--- src/hdl/ptu_pkg.sv ---
package ptu_pkg;

  typedef enum logic [2:0] {
    REQ_READ      = 3'd0,
    REQ_WRITE     = 3'd1,
    REQ_MAP       = 3'd2,
    REQ_CLEAR     = 3'd3,
    REQ_CLEAR_ALL = 3'd4,
    REQ_SET_TIME  = 3'd5,
    REQ_QUERY     = 3'd6
  } req_t;

  localparam logic [1:0] ST_OK    = 2'd0;
  localparam logic [1:0] ST_INV   = 2'd1;
  localparam logic [1:0] ST_FAULT = 2'd2;

  localparam int VADDR_W = 16;
  localparam int FRAME_W = 6;
  localparam int TIME_W  = 16;
  localparam int PHYS_W  = 14;

  typedef struct packed {
    logic capture;
    logic lookup;
    logic commit;
  } ptu_cmd_t;

endpackage

--- src/hdl/page_table_translation_unit.sv ---
// Single-level page table translation unit.
// Input channel (in_valid / in_stall) carries one request item: read or write
// access by virtual address, map, clear page, clear all, set time or query.
// Result channel (out_valid / out_stall) returns exactly one item per request:
// status, translated address, memory write enable and data, entry fields on a
// query, and the sticky fault flag with the last faulting address.
// An item's page number is registered in the accept cycle; in the next cycle
// the offset is registered and the entry read issued to a registered-read
// RAM; in S_LOOK, once the output register is free, the entry is updated and
// the result registered. A new item is taken only in idle or as the last one
// commits: the read-then-update pass uses the single table RAM port pair.
// A finished result waits in the output register while the next item is
// taken; if the receiver stalls, the next update is held until it drains.
// Reset empties the table at once through per-page live flags, clears the
// fault flag and address, and drops out_valid. No setup pass is needed.
module page_table_translation_unit
  import ptu_pkg::*;
#(
  parameter int PAGE_COUNT  = 64,
  parameter int PAGE_SIZE   = 256,
  parameter int FRAME_COUNT = 64,
  parameter int TIME_BITS   = 16
) (
  input  logic                clk,
  input  logic                rst_n,
  input  logic                in_valid,
  output logic                in_stall,
  input  logic [2:0]          in_req_type,
  input  logic [15:0]         in_virt_addr,
  input  logic [5:0]          in_page_index,
  input  logic [5:0]          in_frame_number,
  input  logic [15:0]         in_time_now,
  input  logic signed [31:0]  in_write_data,
  output logic                out_valid,
  input  logic                out_stall,
  output logic [1:0]          out_status,
  output logic [13:0]         out_phys_addr,
  output logic                out_mem_write_en,
  output logic signed [31:0]  out_mem_write_data,
  output logic                out_entry_valid,
  output logic [5:0]          out_entry_frame,
  output logic                out_entry_accessed,
  output logic                out_entry_dirty,
  output logic [15:0]         out_entry_last_used,
  output logic                out_fault_seen,
  output logic [15:0]         out_fault_address
);

  ptu_cmd_t cmd;

  ptu_ctrl u_ctrl (
    .clk      (clk),
    .rst_n    (rst_n),
    .in_valid (in_valid),
    .in_stall (in_stall),
    .out_valid(out_valid),
    .out_stall(out_stall),
    .cmd      (cmd)
  );

  ptu_dp #(
    .PAGE_COUNT (PAGE_COUNT),
    .PAGE_SIZE  (PAGE_SIZE),
    .FRAME_COUNT(FRAME_COUNT),
    .TIME_BITS  (TIME_BITS)
  ) u_dp (
    .clk                (clk),
    .rst_n              (rst_n),
    .cmd                (cmd),
    .in_req_type        (in_req_type),
    .in_virt_addr       (in_virt_addr),
    .in_page_index      (in_page_index),
    .in_frame_number    (in_frame_number),
    .in_time_now        (in_time_now),
    .in_write_data      (in_write_data),
    .out_status         (out_status),
    .out_phys_addr      (out_phys_addr),
    .out_mem_write_en   (out_mem_write_en),
    .out_mem_write_data (out_mem_write_data),
    .out_entry_valid    (out_entry_valid),
    .out_entry_frame    (out_entry_frame),
    .out_entry_accessed (out_entry_accessed),
    .out_entry_dirty    (out_entry_dirty),
    .out_entry_last_used(out_entry_last_used),
    .out_fault_seen     (out_fault_seen),
    .out_fault_address  (out_fault_address)
  );

endmodule

--- src/hdl/ptu_ram.sv ---
module ptu_ram #(
  parameter int WIDTH = 8,
  parameter int DEPTH = 64
) (
  input  logic                     clk,
  input  logic                     we,
  input  logic [$clog2(DEPTH)-1:0] waddr,
  input  logic [WIDTH-1:0]         wdata,
  input  logic                     re,
  input  logic [$clog2(DEPTH)-1:0] raddr,
  output logic [WIDTH-1:0]         rdata
);

  logic [WIDTH-1:0] mem_r [DEPTH];
  logic [WIDTH-1:0] rdata_r;

  always_ff @(posedge clk) begin
    if (we) begin
      mem_r[waddr] <= wdata;
    end
    if (re) begin
      rdata_r <= mem_r[raddr];
    end
  end

  assign rdata = rdata_r;

endmodule

--- src/hdl/ptu_ctrl.sv ---
module ptu_ctrl
  import ptu_pkg::*;
(
  input  logic     clk,
  input  logic     rst_n,
  input  logic     in_valid,
  output logic     in_stall,
  output logic     out_valid,
  input  logic     out_stall,
  output ptu_cmd_t cmd
);

  typedef enum logic [2:0] {
    S_IDLE = 3'b001,
    S_ADDR = 3'b010,
    S_LOOK = 3'b100
  } state_t;

  state_t state_r, state_nxt;
  logic   out_valid_r, out_valid_nxt;
  logic   out_free;
  logic   take_ok;

  assign out_free = !out_valid_r || !out_stall;
  assign take_ok  = (state_r == S_IDLE) || ((state_r == S_LOOK) && out_free);

  assign in_stall    = !take_ok;
  assign cmd.capture = in_valid && take_ok;
  assign cmd.lookup  = (state_r == S_ADDR);
  assign cmd.commit  = (state_r == S_LOOK) && out_free;

  always_comb begin
    state_nxt = state_r;
    case (state_r)
      S_IDLE: begin
        if (in_valid) begin
          state_nxt = S_ADDR;
        end
      end
      S_ADDR: begin
        state_nxt = S_LOOK;
      end
      S_LOOK: begin
        if (out_free) begin
          state_nxt = in_valid ? S_ADDR : S_IDLE;
        end
      end
      default: begin
        state_nxt = S_IDLE;
      end
    endcase
  end

  always_comb begin
    if (cmd.commit) begin
      out_valid_nxt = 1'b1;
    end else if (!out_stall) begin
      out_valid_nxt = 1'b0;
    end else begin
      out_valid_nxt = out_valid_r;
    end
  end

  always_ff @(posedge clk) begin
    if (!rst_n) begin
      state_r     <= S_IDLE;
      out_valid_r <= 1'b0;
    end else begin
      state_r     <= state_nxt;
      out_valid_r <= out_valid_nxt;
    end
  end

  assign out_valid = out_valid_r;

endmodule

--- src/hdl/ptu_dp.sv ---
module ptu_dp
  import ptu_pkg::*;
#(
  parameter int PAGE_COUNT  = 64,
  parameter int PAGE_SIZE   = 256,
  parameter int FRAME_COUNT = 64,
  parameter int TIME_BITS   = 16
) (
  input  logic                      clk,
  input  logic                      rst_n,
  input  ptu_cmd_t                  cmd,
  input  logic [2:0]                in_req_type,
  input  logic [VADDR_W-1:0]        in_virt_addr,
  input  logic [5:0]                in_page_index,
  input  logic [FRAME_W-1:0]        in_frame_number,
  input  logic [TIME_W-1:0]         in_time_now,
  input  logic signed [31:0]        in_write_data,
  output logic [1:0]                out_status,
  output logic [PHYS_W-1:0]         out_phys_addr,
  output logic                      out_mem_write_en,
  output logic signed [31:0]        out_mem_write_data,
  output logic                      out_entry_valid,
  output logic [FRAME_W-1:0]        out_entry_frame,
  output logic                      out_entry_accessed,
  output logic                      out_entry_dirty,
  output logic [TIME_W-1:0]         out_entry_last_used,
  output logic                      out_fault_seen,
  output logic [VADDR_W-1:0]        out_fault_address
);

  localparam int PI_W      = $clog2(PAGE_COUNT);
  localparam int DIV_L     = $clog2(PAGE_SIZE);
  localparam int DIV_SHIFT = VADDR_W + DIV_L;
  localparam logic [63:0] DIV_M64 =
    ((64'd1 << DIV_SHIFT) + 64'(PAGE_SIZE) - 64'd1) / 64'(PAGE_SIZE);
  localparam logic [16:0] DIV_M = DIV_M64[16:0];

  localparam int E_D     = TIME_BITS;
  localparam int E_A     = TIME_BITS + 1;
  localparam int E_F_LSB = TIME_BITS + 2;
  localparam int E_V     = TIME_BITS + 2 + FRAME_W;
  localparam int ENT_W   = TIME_BITS + 3 + FRAME_W;

  req_t                req_r;
  logic [VADDR_W-1:0]  vaddr_r;
  logic [5:0]          pidx_r;
  logic [FRAME_W-1:0]  frame_r;
  logic [TIME_W-1:0]   time_r;
  logic signed [31:0]  wdata_r;
  logic [VADDR_W-1:0]  page_r;

  logic [VADDR_W-1:0]  off_r;
  logic [PI_W-1:0]     idx_r;
  logic                inrange_r;
  logic                live_hit_r;
  logic [PAGE_COUNT-1:0] live_r, live_nxt;

  logic                fault_r, fault_nxt;
  logic [VADDR_W-1:0]  fault_addr_r, fault_addr_nxt;

  logic [32:0]         div_prod;
  logic [32:0]         div_quo;
  logic [31:0]         page_base;
  logic [VADDR_W-1:0]  addr_sel;
  logic [PI_W-1:0]     idx_sel;
  logic                inrange_sel;

  logic [ENT_W-1:0]    ram_rdata;
  logic [ENT_W-1:0]    ent;
  logic [ENT_W-1:0]    ent_nxt;
  logic                ent_we;
  logic [23:0]         phys_full;
  logic [31:0]         time_wide;
  logic [TIME_BITS-1:0] time_store;
  logic [31:0]         last_wide;

  logic [1:0]          status_nxt;
  logic [PHYS_W-1:0]   phys_nxt;
  logic                mwe_nxt;
  logic signed [31:0]  mwd_nxt;
  logic                ev_nxt;
  logic [FRAME_W-1:0]  ef_nxt;
  logic                ea_nxt;
  logic                ed_nxt;
  logic [TIME_W-1:0]   et_nxt;

  assign div_prod = 33'(in_virt_addr) * 33'(DIV_M);
  assign div_quo  = div_prod >> DIV_SHIFT;

  always_ff @(posedge clk) begin
    if (cmd.capture) begin
      req_r   <= req_t'(in_req_type);
      vaddr_r <= in_virt_addr;
      pidx_r  <= in_page_index;
      frame_r <= in_frame_number;
      time_r  <= in_time_now;
      wdata_r <= in_write_data;
      page_r  <= div_quo[VADDR_W-1:0];
    end
  end

  assign page_base   = 32'(page_r) * 32'(PAGE_SIZE);
  assign addr_sel    = ((req_r == REQ_READ) || (req_r == REQ_WRITE)) ?
                       page_r : VADDR_W'(pidx_r);
  assign idx_sel     = addr_sel[PI_W-1:0];
  assign inrange_sel = 32'(addr_sel) < 32'(PAGE_COUNT);

  always_ff @(posedge clk) begin
    if (cmd.lookup) begin
      off_r      <= vaddr_r - page_base[VADDR_W-1:0];
      idx_r      <= idx_sel;
      inrange_r  <= inrange_sel;
      live_hit_r <= inrange_sel ? live_r[idx_sel] : 1'b0;
    end
  end

  ptu_ram #(
    .WIDTH(ENT_W),
    .DEPTH(PAGE_COUNT)
  ) u_table (
    .clk  (clk),
    .we   (cmd.commit && ent_we),
    .waddr(idx_r),
    .wdata(ent_nxt),
    .re   (cmd.lookup),
    .raddr(idx_sel),
    .rdata(ram_rdata)
  );

  assign ent        = live_hit_r ? ram_rdata : '0;
  assign phys_full  = 24'(ent[E_F_LSB +: FRAME_W]) * 24'(PAGE_SIZE) + 24'(off_r);
  assign time_wide  = 32'(time_r);
  assign time_store = time_wide[TIME_BITS-1:0];
  assign last_wide  = 32'(ent[TIME_BITS-1:0]);

  always_comb begin
    status_nxt     = ST_OK;
    phys_nxt       = '0;
    mwe_nxt        = 1'b0;
    mwd_nxt        = '0;
    ev_nxt         = 1'b0;
    ef_nxt         = '0;
    ea_nxt         = 1'b0;
    ed_nxt         = 1'b0;
    et_nxt         = '0;
    ent_nxt        = ent;
    ent_we         = 1'b0;
    live_nxt       = live_r;
    fault_nxt      = fault_r;
    fault_addr_nxt = fault_addr_r;
    case (req_r)
      REQ_READ, REQ_WRITE: begin
        if (!inrange_r) begin
          status_nxt = ST_INV;
        end else if (!ent[E_V]) begin
          status_nxt     = ST_FAULT;
          fault_nxt      = 1'b1;
          fault_addr_nxt = vaddr_r;
        end else begin
          phys_nxt = phys_full[PHYS_W-1:0];
          if (req_r == REQ_WRITE) begin
            ent_nxt[E_D] = 1'b1;
            mwe_nxt      = 1'b1;
            mwd_nxt      = wdata_r;
          end else begin
            ent_nxt[E_A] = 1'b1;
          end
          ent_nxt[TIME_BITS-1:0] = time_store;
          ent_we = 1'b1;
        end
      end
      REQ_MAP: begin
        if (!inrange_r || (32'(frame_r) >= 32'(FRAME_COUNT))) begin
          status_nxt = ST_INV;
        end else begin
          ent_nxt[E_V]               = 1'b1;
          ent_nxt[E_F_LSB +: FRAME_W] = frame_r;
          ent_we                     = 1'b1;
        end
      end
      REQ_CLEAR: begin
        if (!inrange_r) begin
          status_nxt = ST_INV;
        end else begin
          live_nxt[idx_r] = 1'b0;
        end
      end
      REQ_CLEAR_ALL: begin
        live_nxt = '0;
      end
      REQ_SET_TIME: begin
        if (!inrange_r) begin
          status_nxt = ST_INV;
        end else begin
          ent_nxt[TIME_BITS-1:0] = time_store;
          ent_we = 1'b1;
        end
      end
      REQ_QUERY: begin
        if (!inrange_r) begin
          status_nxt = ST_INV;
        end else begin
          ev_nxt = ent[E_V];
          ef_nxt = ent[E_F_LSB +: FRAME_W];
          ea_nxt = ent[E_A];
          ed_nxt = ent[E_D];
          et_nxt = last_wide[TIME_W-1:0];
        end
      end
      default: begin
        status_nxt = ST_OK;
      end
    endcase
    if (ent_we) begin
      live_nxt[idx_r] = 1'b1;
    end
  end

  always_ff @(posedge clk) begin
    if (!rst_n) begin
      live_r       <= '0;
      fault_r      <= 1'b0;
      fault_addr_r <= '0;
    end else if (cmd.commit) begin
      live_r       <= live_nxt;
      fault_r      <= fault_nxt;
      fault_addr_r <= fault_addr_nxt;
    end
  end

  always_ff @(posedge clk) begin
    if (cmd.commit) begin
      out_status          <= status_nxt;
      out_phys_addr       <= phys_nxt;
      out_mem_write_en    <= mwe_nxt;
      out_mem_write_data  <= mwd_nxt;
      out_entry_valid     <= ev_nxt;
      out_entry_frame     <= ef_nxt;
      out_entry_accessed  <= ea_nxt;
      out_entry_dirty     <= ed_nxt;
      out_entry_last_used <= et_nxt;
      out_fault_seen      <= fault_nxt;
      out_fault_address   <= fault_addr_nxt;
    end
  end

endmodule

--- config.mk ---
export PLATFORM = sky130hd
export DESIGN_NAME = page_table_translation_unit
export DESIGN_NICKNAME = d
export VERILOG_FILES = /design/src/hdl/ptu_pkg.sv /design/src/hdl/page_table_translation_unit.sv /design/src/hdl/ptu_ram.sv /design/src/hdl/ptu_ctrl.sv /design/src/hdl/ptu_dp.sv
export SDC_FILE = /design/constraint.sdc
export NUM_CORES = 2
export LEC_CHECK = 0
export BUFFER_PORTS_ARGS = -buffer_cell sky130_fd_sc_hd__buf_2
export CORE_AREA = 5 5 549 551
export CTS_CLUSTER_DIAMETER = 50
export DETAILED_ROUTE_END_ITERATION = 8
export DIE_AREA = 0 0 554 556
export PLACE_DENSITY = 0.49
export SLEW_MARGIN = 20
export SYNTH_ARGS = -nofsm -noshare
export SYNTH_HDL_FRONTEND = slang
export SYNTH_SLANG_ARGS = --single-unit
--- constraint.sdc ---
create_clock -name clk -period 6.4 [get_ports clk]
set_clock_uncertainty 0.15 [all_clocks]
set_input_delay 0.64 -clock clk [delete_from_list [all_inputs] [get_ports clk]]
set_output_delay 0.64 -clock clk [all_outputs]
set_load 0.01 [all_outputs]
==> results.txt <==
The run finished with clean final reports. Setup repair after global routing left no endpoint under its margin. The worst setup path is launched from a flop. The violation count after the first detailed-route iteration came out at 4,656.

The switching power total came out at 6.58 mW. Max-cap violations in this run came to 0. The share of power burned in combinational logic is 0.074. The via density per instance came out at 4.77.

The count of fill cells added during filler insertion came out at 29.4k. By area the synthesized netlist is led by edfxtp_1 74%, nand2_1 4.9%, mux4_2 3.1%. The number of clock sinks seen by CTS came out at 1,896.

The die width came out at 554 um. The number of pins exceeding their max-slew limit in the final report was 0. The worst register-to-register path begins at u_dp.req_r[2].

The number of enable-type register cells in the synthesized netlist came out at 1,811. Clock-pin slew was measured on the worst setup and hold paths at 0.06 ns. After synthesis, the share of flip-flops with an asynchronous set or reset is 0. The fraction of post-synthesis cell area in the top cell type by area came out at 0.739.

The actual slew at the worst max-slew pin came out at 1.19 ns. The die is 556 um tall. The number of warnings issued by yosys is 0.

The register area share after synthesis is 0.762. The clock buffer count from CTS came out at 212. The synthesized netlist cell count came out at 4,753. The distinct cell type count of the synthesized netlist is 62. The critical path is of the flop to flop type.

The largest fanout on the critical path came out at 29. The commonest cells after synthesis are 1,811 x edfxtp_1, 969 x nand2_1, 402 x nand3_1, 215 x mux2i_1, 147 x clkbuf_1. The total wire length came out at 234,000 um. In this run the worst setup path begins at u_dp.req_r[2].

For the worst setup path, the data required time is 6.80 ns. The largest net degree at the start of global routing is 126. The synthesized netlist occupies a cell area of 73,600 um^2. The global-route usage over all layers came out at 0.147. The worst slew margin relative to its limit is 0.188. The internal reg-to-reg setup slack came out at 1.26 ns. The cell internal power dissipation came out at 21.2 mW. For this design the top-level I/O count stands at 176.

At the later pin of the worst-skew pair, clock insertion delay measures 0.84 ns. The multi-input combinational cells in the finished layout cover a total of 17,000 um^2. The number of buffers added on ports is 175. STA classifies the critical path endpoint as a flop. The highest attainable clock frequency came out at 0.195 GHz. From synthesis to final layout, the design area changed by 20.4%. The period utilization is 0.803. The worst path in the final design needs a cycle of 5.14 ns, including I/O delays and setup.

The clock group share of total power came out at 0.434. Setup violations remaining at the end of the flow were counted as 0. The number of nets in the synthesized netlist is 4,837.

The share of total power in sequential cells came out at 0.492. The most used flip-flop cell after synthesis is edfxtp_1. The via count came out at 44.3k. The number of cells on the worst hold path came out at 2. The number of search-and-repair iterations in the first detailed-routing pass is 5.

The sum of negative setup slack came out at 0 ns. Across all hold checks on the routed design, the worst slack comes to 0.320 ns. The sequential cell area in the final layout is 56,100 um^2.

The floorplan has 200 rows. At the end of routability-driven placement, the weighted congestion stood at 0.828. The floorplan core area is 296,000 um^2.

The CTS tree is yes. In this run the worst hold path is classified as flop to flop. The deepest clock path buffer count came out at 3. The worst IR drop on VDD came out at 292 uV. The effective utilization at floorplan came out at 0.249. The standby leakage power is 29.4 nW. Counting flops and latches in the post-synthesis netlist gives 1,896. The remaining design rule violation count came out at 0. The number of H-tree levels is 4. After clock tree synthesis, the setup repair step added 0 buffers. The cell at the root of the clock tree is clkbuf_16. The wire length of the first global-routing pass is 331,000 um. For this design the ratio of total power to cell area is 313 nW/um^2. The worst hold path begins at u_dp.fault_addr_r[4]. The average size of a mapped cell came out at 15.5 um^2. The number of antenna violations at the first check in global routing came out at 14. The via count of the first global-routing pass came out at 42.7k. The cell with the most instances after synthesis is edfxtp_1. The number of hold-slack violations in the final timing report was 0. The die covers 308,000 um^2. The switching part of the total power is 0.237. Dividing the detail-routed wire length by the instance count gives 25.2 um. At the worst endpoint, the arrival time is 5.54 ns.

The sum of overflow across all layers after global routing came out at 0. The cell depth of the worst flop-to-flop path is 10. The remaining antenna violation count after routing is 0. The HPWL after detailed placement came out at 139,000 um. Summed over all instances, the cell type with the most area after synthesis is edfxtp_1.

The net count reported at finish came out at 5,230. The proportion of layout cells with a drive suffix above 1 is 0.185.
==> power by group through the flow <==
| stage | Combinational (mW) | Clock, mW | Sequential [mW] |
|---|---|---|---|
| floorplan | 1.12 | 0 | 13.9 |
| global placement | 1.99 | 0 | 13.9 |
| detailed placement | 2.03 | 0 | 13.9 |
| CTS | 2.08 | 12.2 | 13.6 |
| global route | 2.17 | 12.8 | 13.6 |
| finish | 2.05 | 12.1 | 13.6 |
==> flip-flops by register name, indices dropped and copies added, names as in the netlist, 8 cells and up <==
register,cells
u_dp.u_table.mem_r,1600
u_dp.live_r,64
u_dp.out_mem_write_data,32
u_dp.wdata_r,32
u_dp.u_table.rdata,25
u_dp.fault_addr_r,16
u_dp.out_entry_last_used,16
u_dp.out_fault_address,16
u_dp.time_r,16
u_dp.vaddr_r,16
u_dp.out_phys_addr,14
u_dp.off_r,8
==> cell type report <==
type | instances | share of cell area
diodes | 7 | 0.000198
multi-input cells | 2548 | 0.192
clock inverters | 126 | 0.0139
flip-flops and latches | 1896 | 0.633
repair buffers | 478 | 0.0403
well taps | 3939 | 0.0556
inverters | 10 | 0.000537
clock buffers | 275 | 0.0645
==> metrics by stage <==
stage                     instance area, um^2  setup slack [ns]  power, mW  std cells  utilization
after detailed placement                80800              1.15       15.9       8790        0.273
after CTS                               88600              1.07       28.0       9272        0.300
after floorplan                         73600              1.80       15.0       4753            -
after global routing                    88600              1.09       28.6       9273        0.300
after global placement                  80400            0.0140       15.9       8763        0.272
final                                   88600              1.26       27.7       9279        0.300
==> final timing paths <==
| path | endpoint |
|---|---|
| worst max register to register | u_dp.u_table.rdata[18] |
| worst min-delay path | u_dp.fault_addr_r[4] |
| worst min register to register | u_dp.fault_addr_r[4] |
| worst max-delay path | u_dp.u_table.rdata[18] |
==> critical path: stages, from the launching register on <==
cell       delay, ns
edfxtp_1        0.66
or2_2           0.55
nand3b_1        0.15
nand2_1         0.43
buf_4           0.36
nand2_2         0.64
buf_12          0.30
o22ai_1         0.16
a2111oi_0       1.01
buf_4           0.32
nor4_1          0.06
==> cell usage in the layout (no fill, tap or decap), types with 37 or more instances in the layout <==
| cell | netlist | layout |
|---|---|---|
| a2111oi_1 | 0 | 37 |
| clkbuf_16 | 0 | 214 |
| a2111oi_0 | 98 | 37 |
| o21a_1 | 130 | 130 |
| edfxtp_1 | 1811 | 1811 |
| dlygate4sd3_1 | 0 | 81 |
| clkbuf_1 | 147 | 48 |
| and3_1 | 41 | 41 |
| buf_4 | 33 | 187 |
| nand3_1 | 402 | 401 |
| nor2_4 | 0 | 50 |
| o22ai_1 | 98 | 98 |
| nand2_1 | 969 | 962 |
| buf_2 | 83 | 183 |
| mux4_2 | 102 | 102 |
| dfxtp_1 | 85 | 85 |
| clkinv_1 | 0 | 37 |
| a21oi_1 | 68 | 68 |
| nor2_1 | 109 | 37 |
| a311oi_1 | 96 | 90 |
| mux2i_1 | 215 | 213 |
==> per-layer routing <==
| layer | routed length, um | track usage | up-vias |
|---|---|---|---|
| met5 | 13 | 0 | - |
| met1 | 103000 | 0.203 | 23100 |
| met2 | 109000 | 0.236 | 1680 |
| met4 | 6320 | 0.0429 | 2 |
| li1 | - | - | 19100 |
| met3 | 15900 | 0.0260 | 305 |
==> repair_timing <==
action / in CTS / in global routing
hold buffers: 81 / 0
hold endpoints to repair: 81 / 0
gates resized for setup: 0 / 0
==> cells by family (layout without fill, tap and decap cells) <==
logic type | after synthesis | count (layout) | synth area share
flip-flops | 1896 | 1896 | 0.762
AND/OR/NAND/NOR | 1619 | 1619 | 0.0946
AO/OA/AOI/OAI | 598 | 598 | 0.0594
multiplexers | 326 | 326 | 0.0618
buffers and inverters | 309 | 889 | 0.0215
XOR/XNOR | 3 | 3 | 0.000357
adder cells (fa/ha/maj) | 1 | 1 | 0.000170
other | 1 | 8 | 0.0000510
No activity file was read; power rests on OpenSTA's default activity.
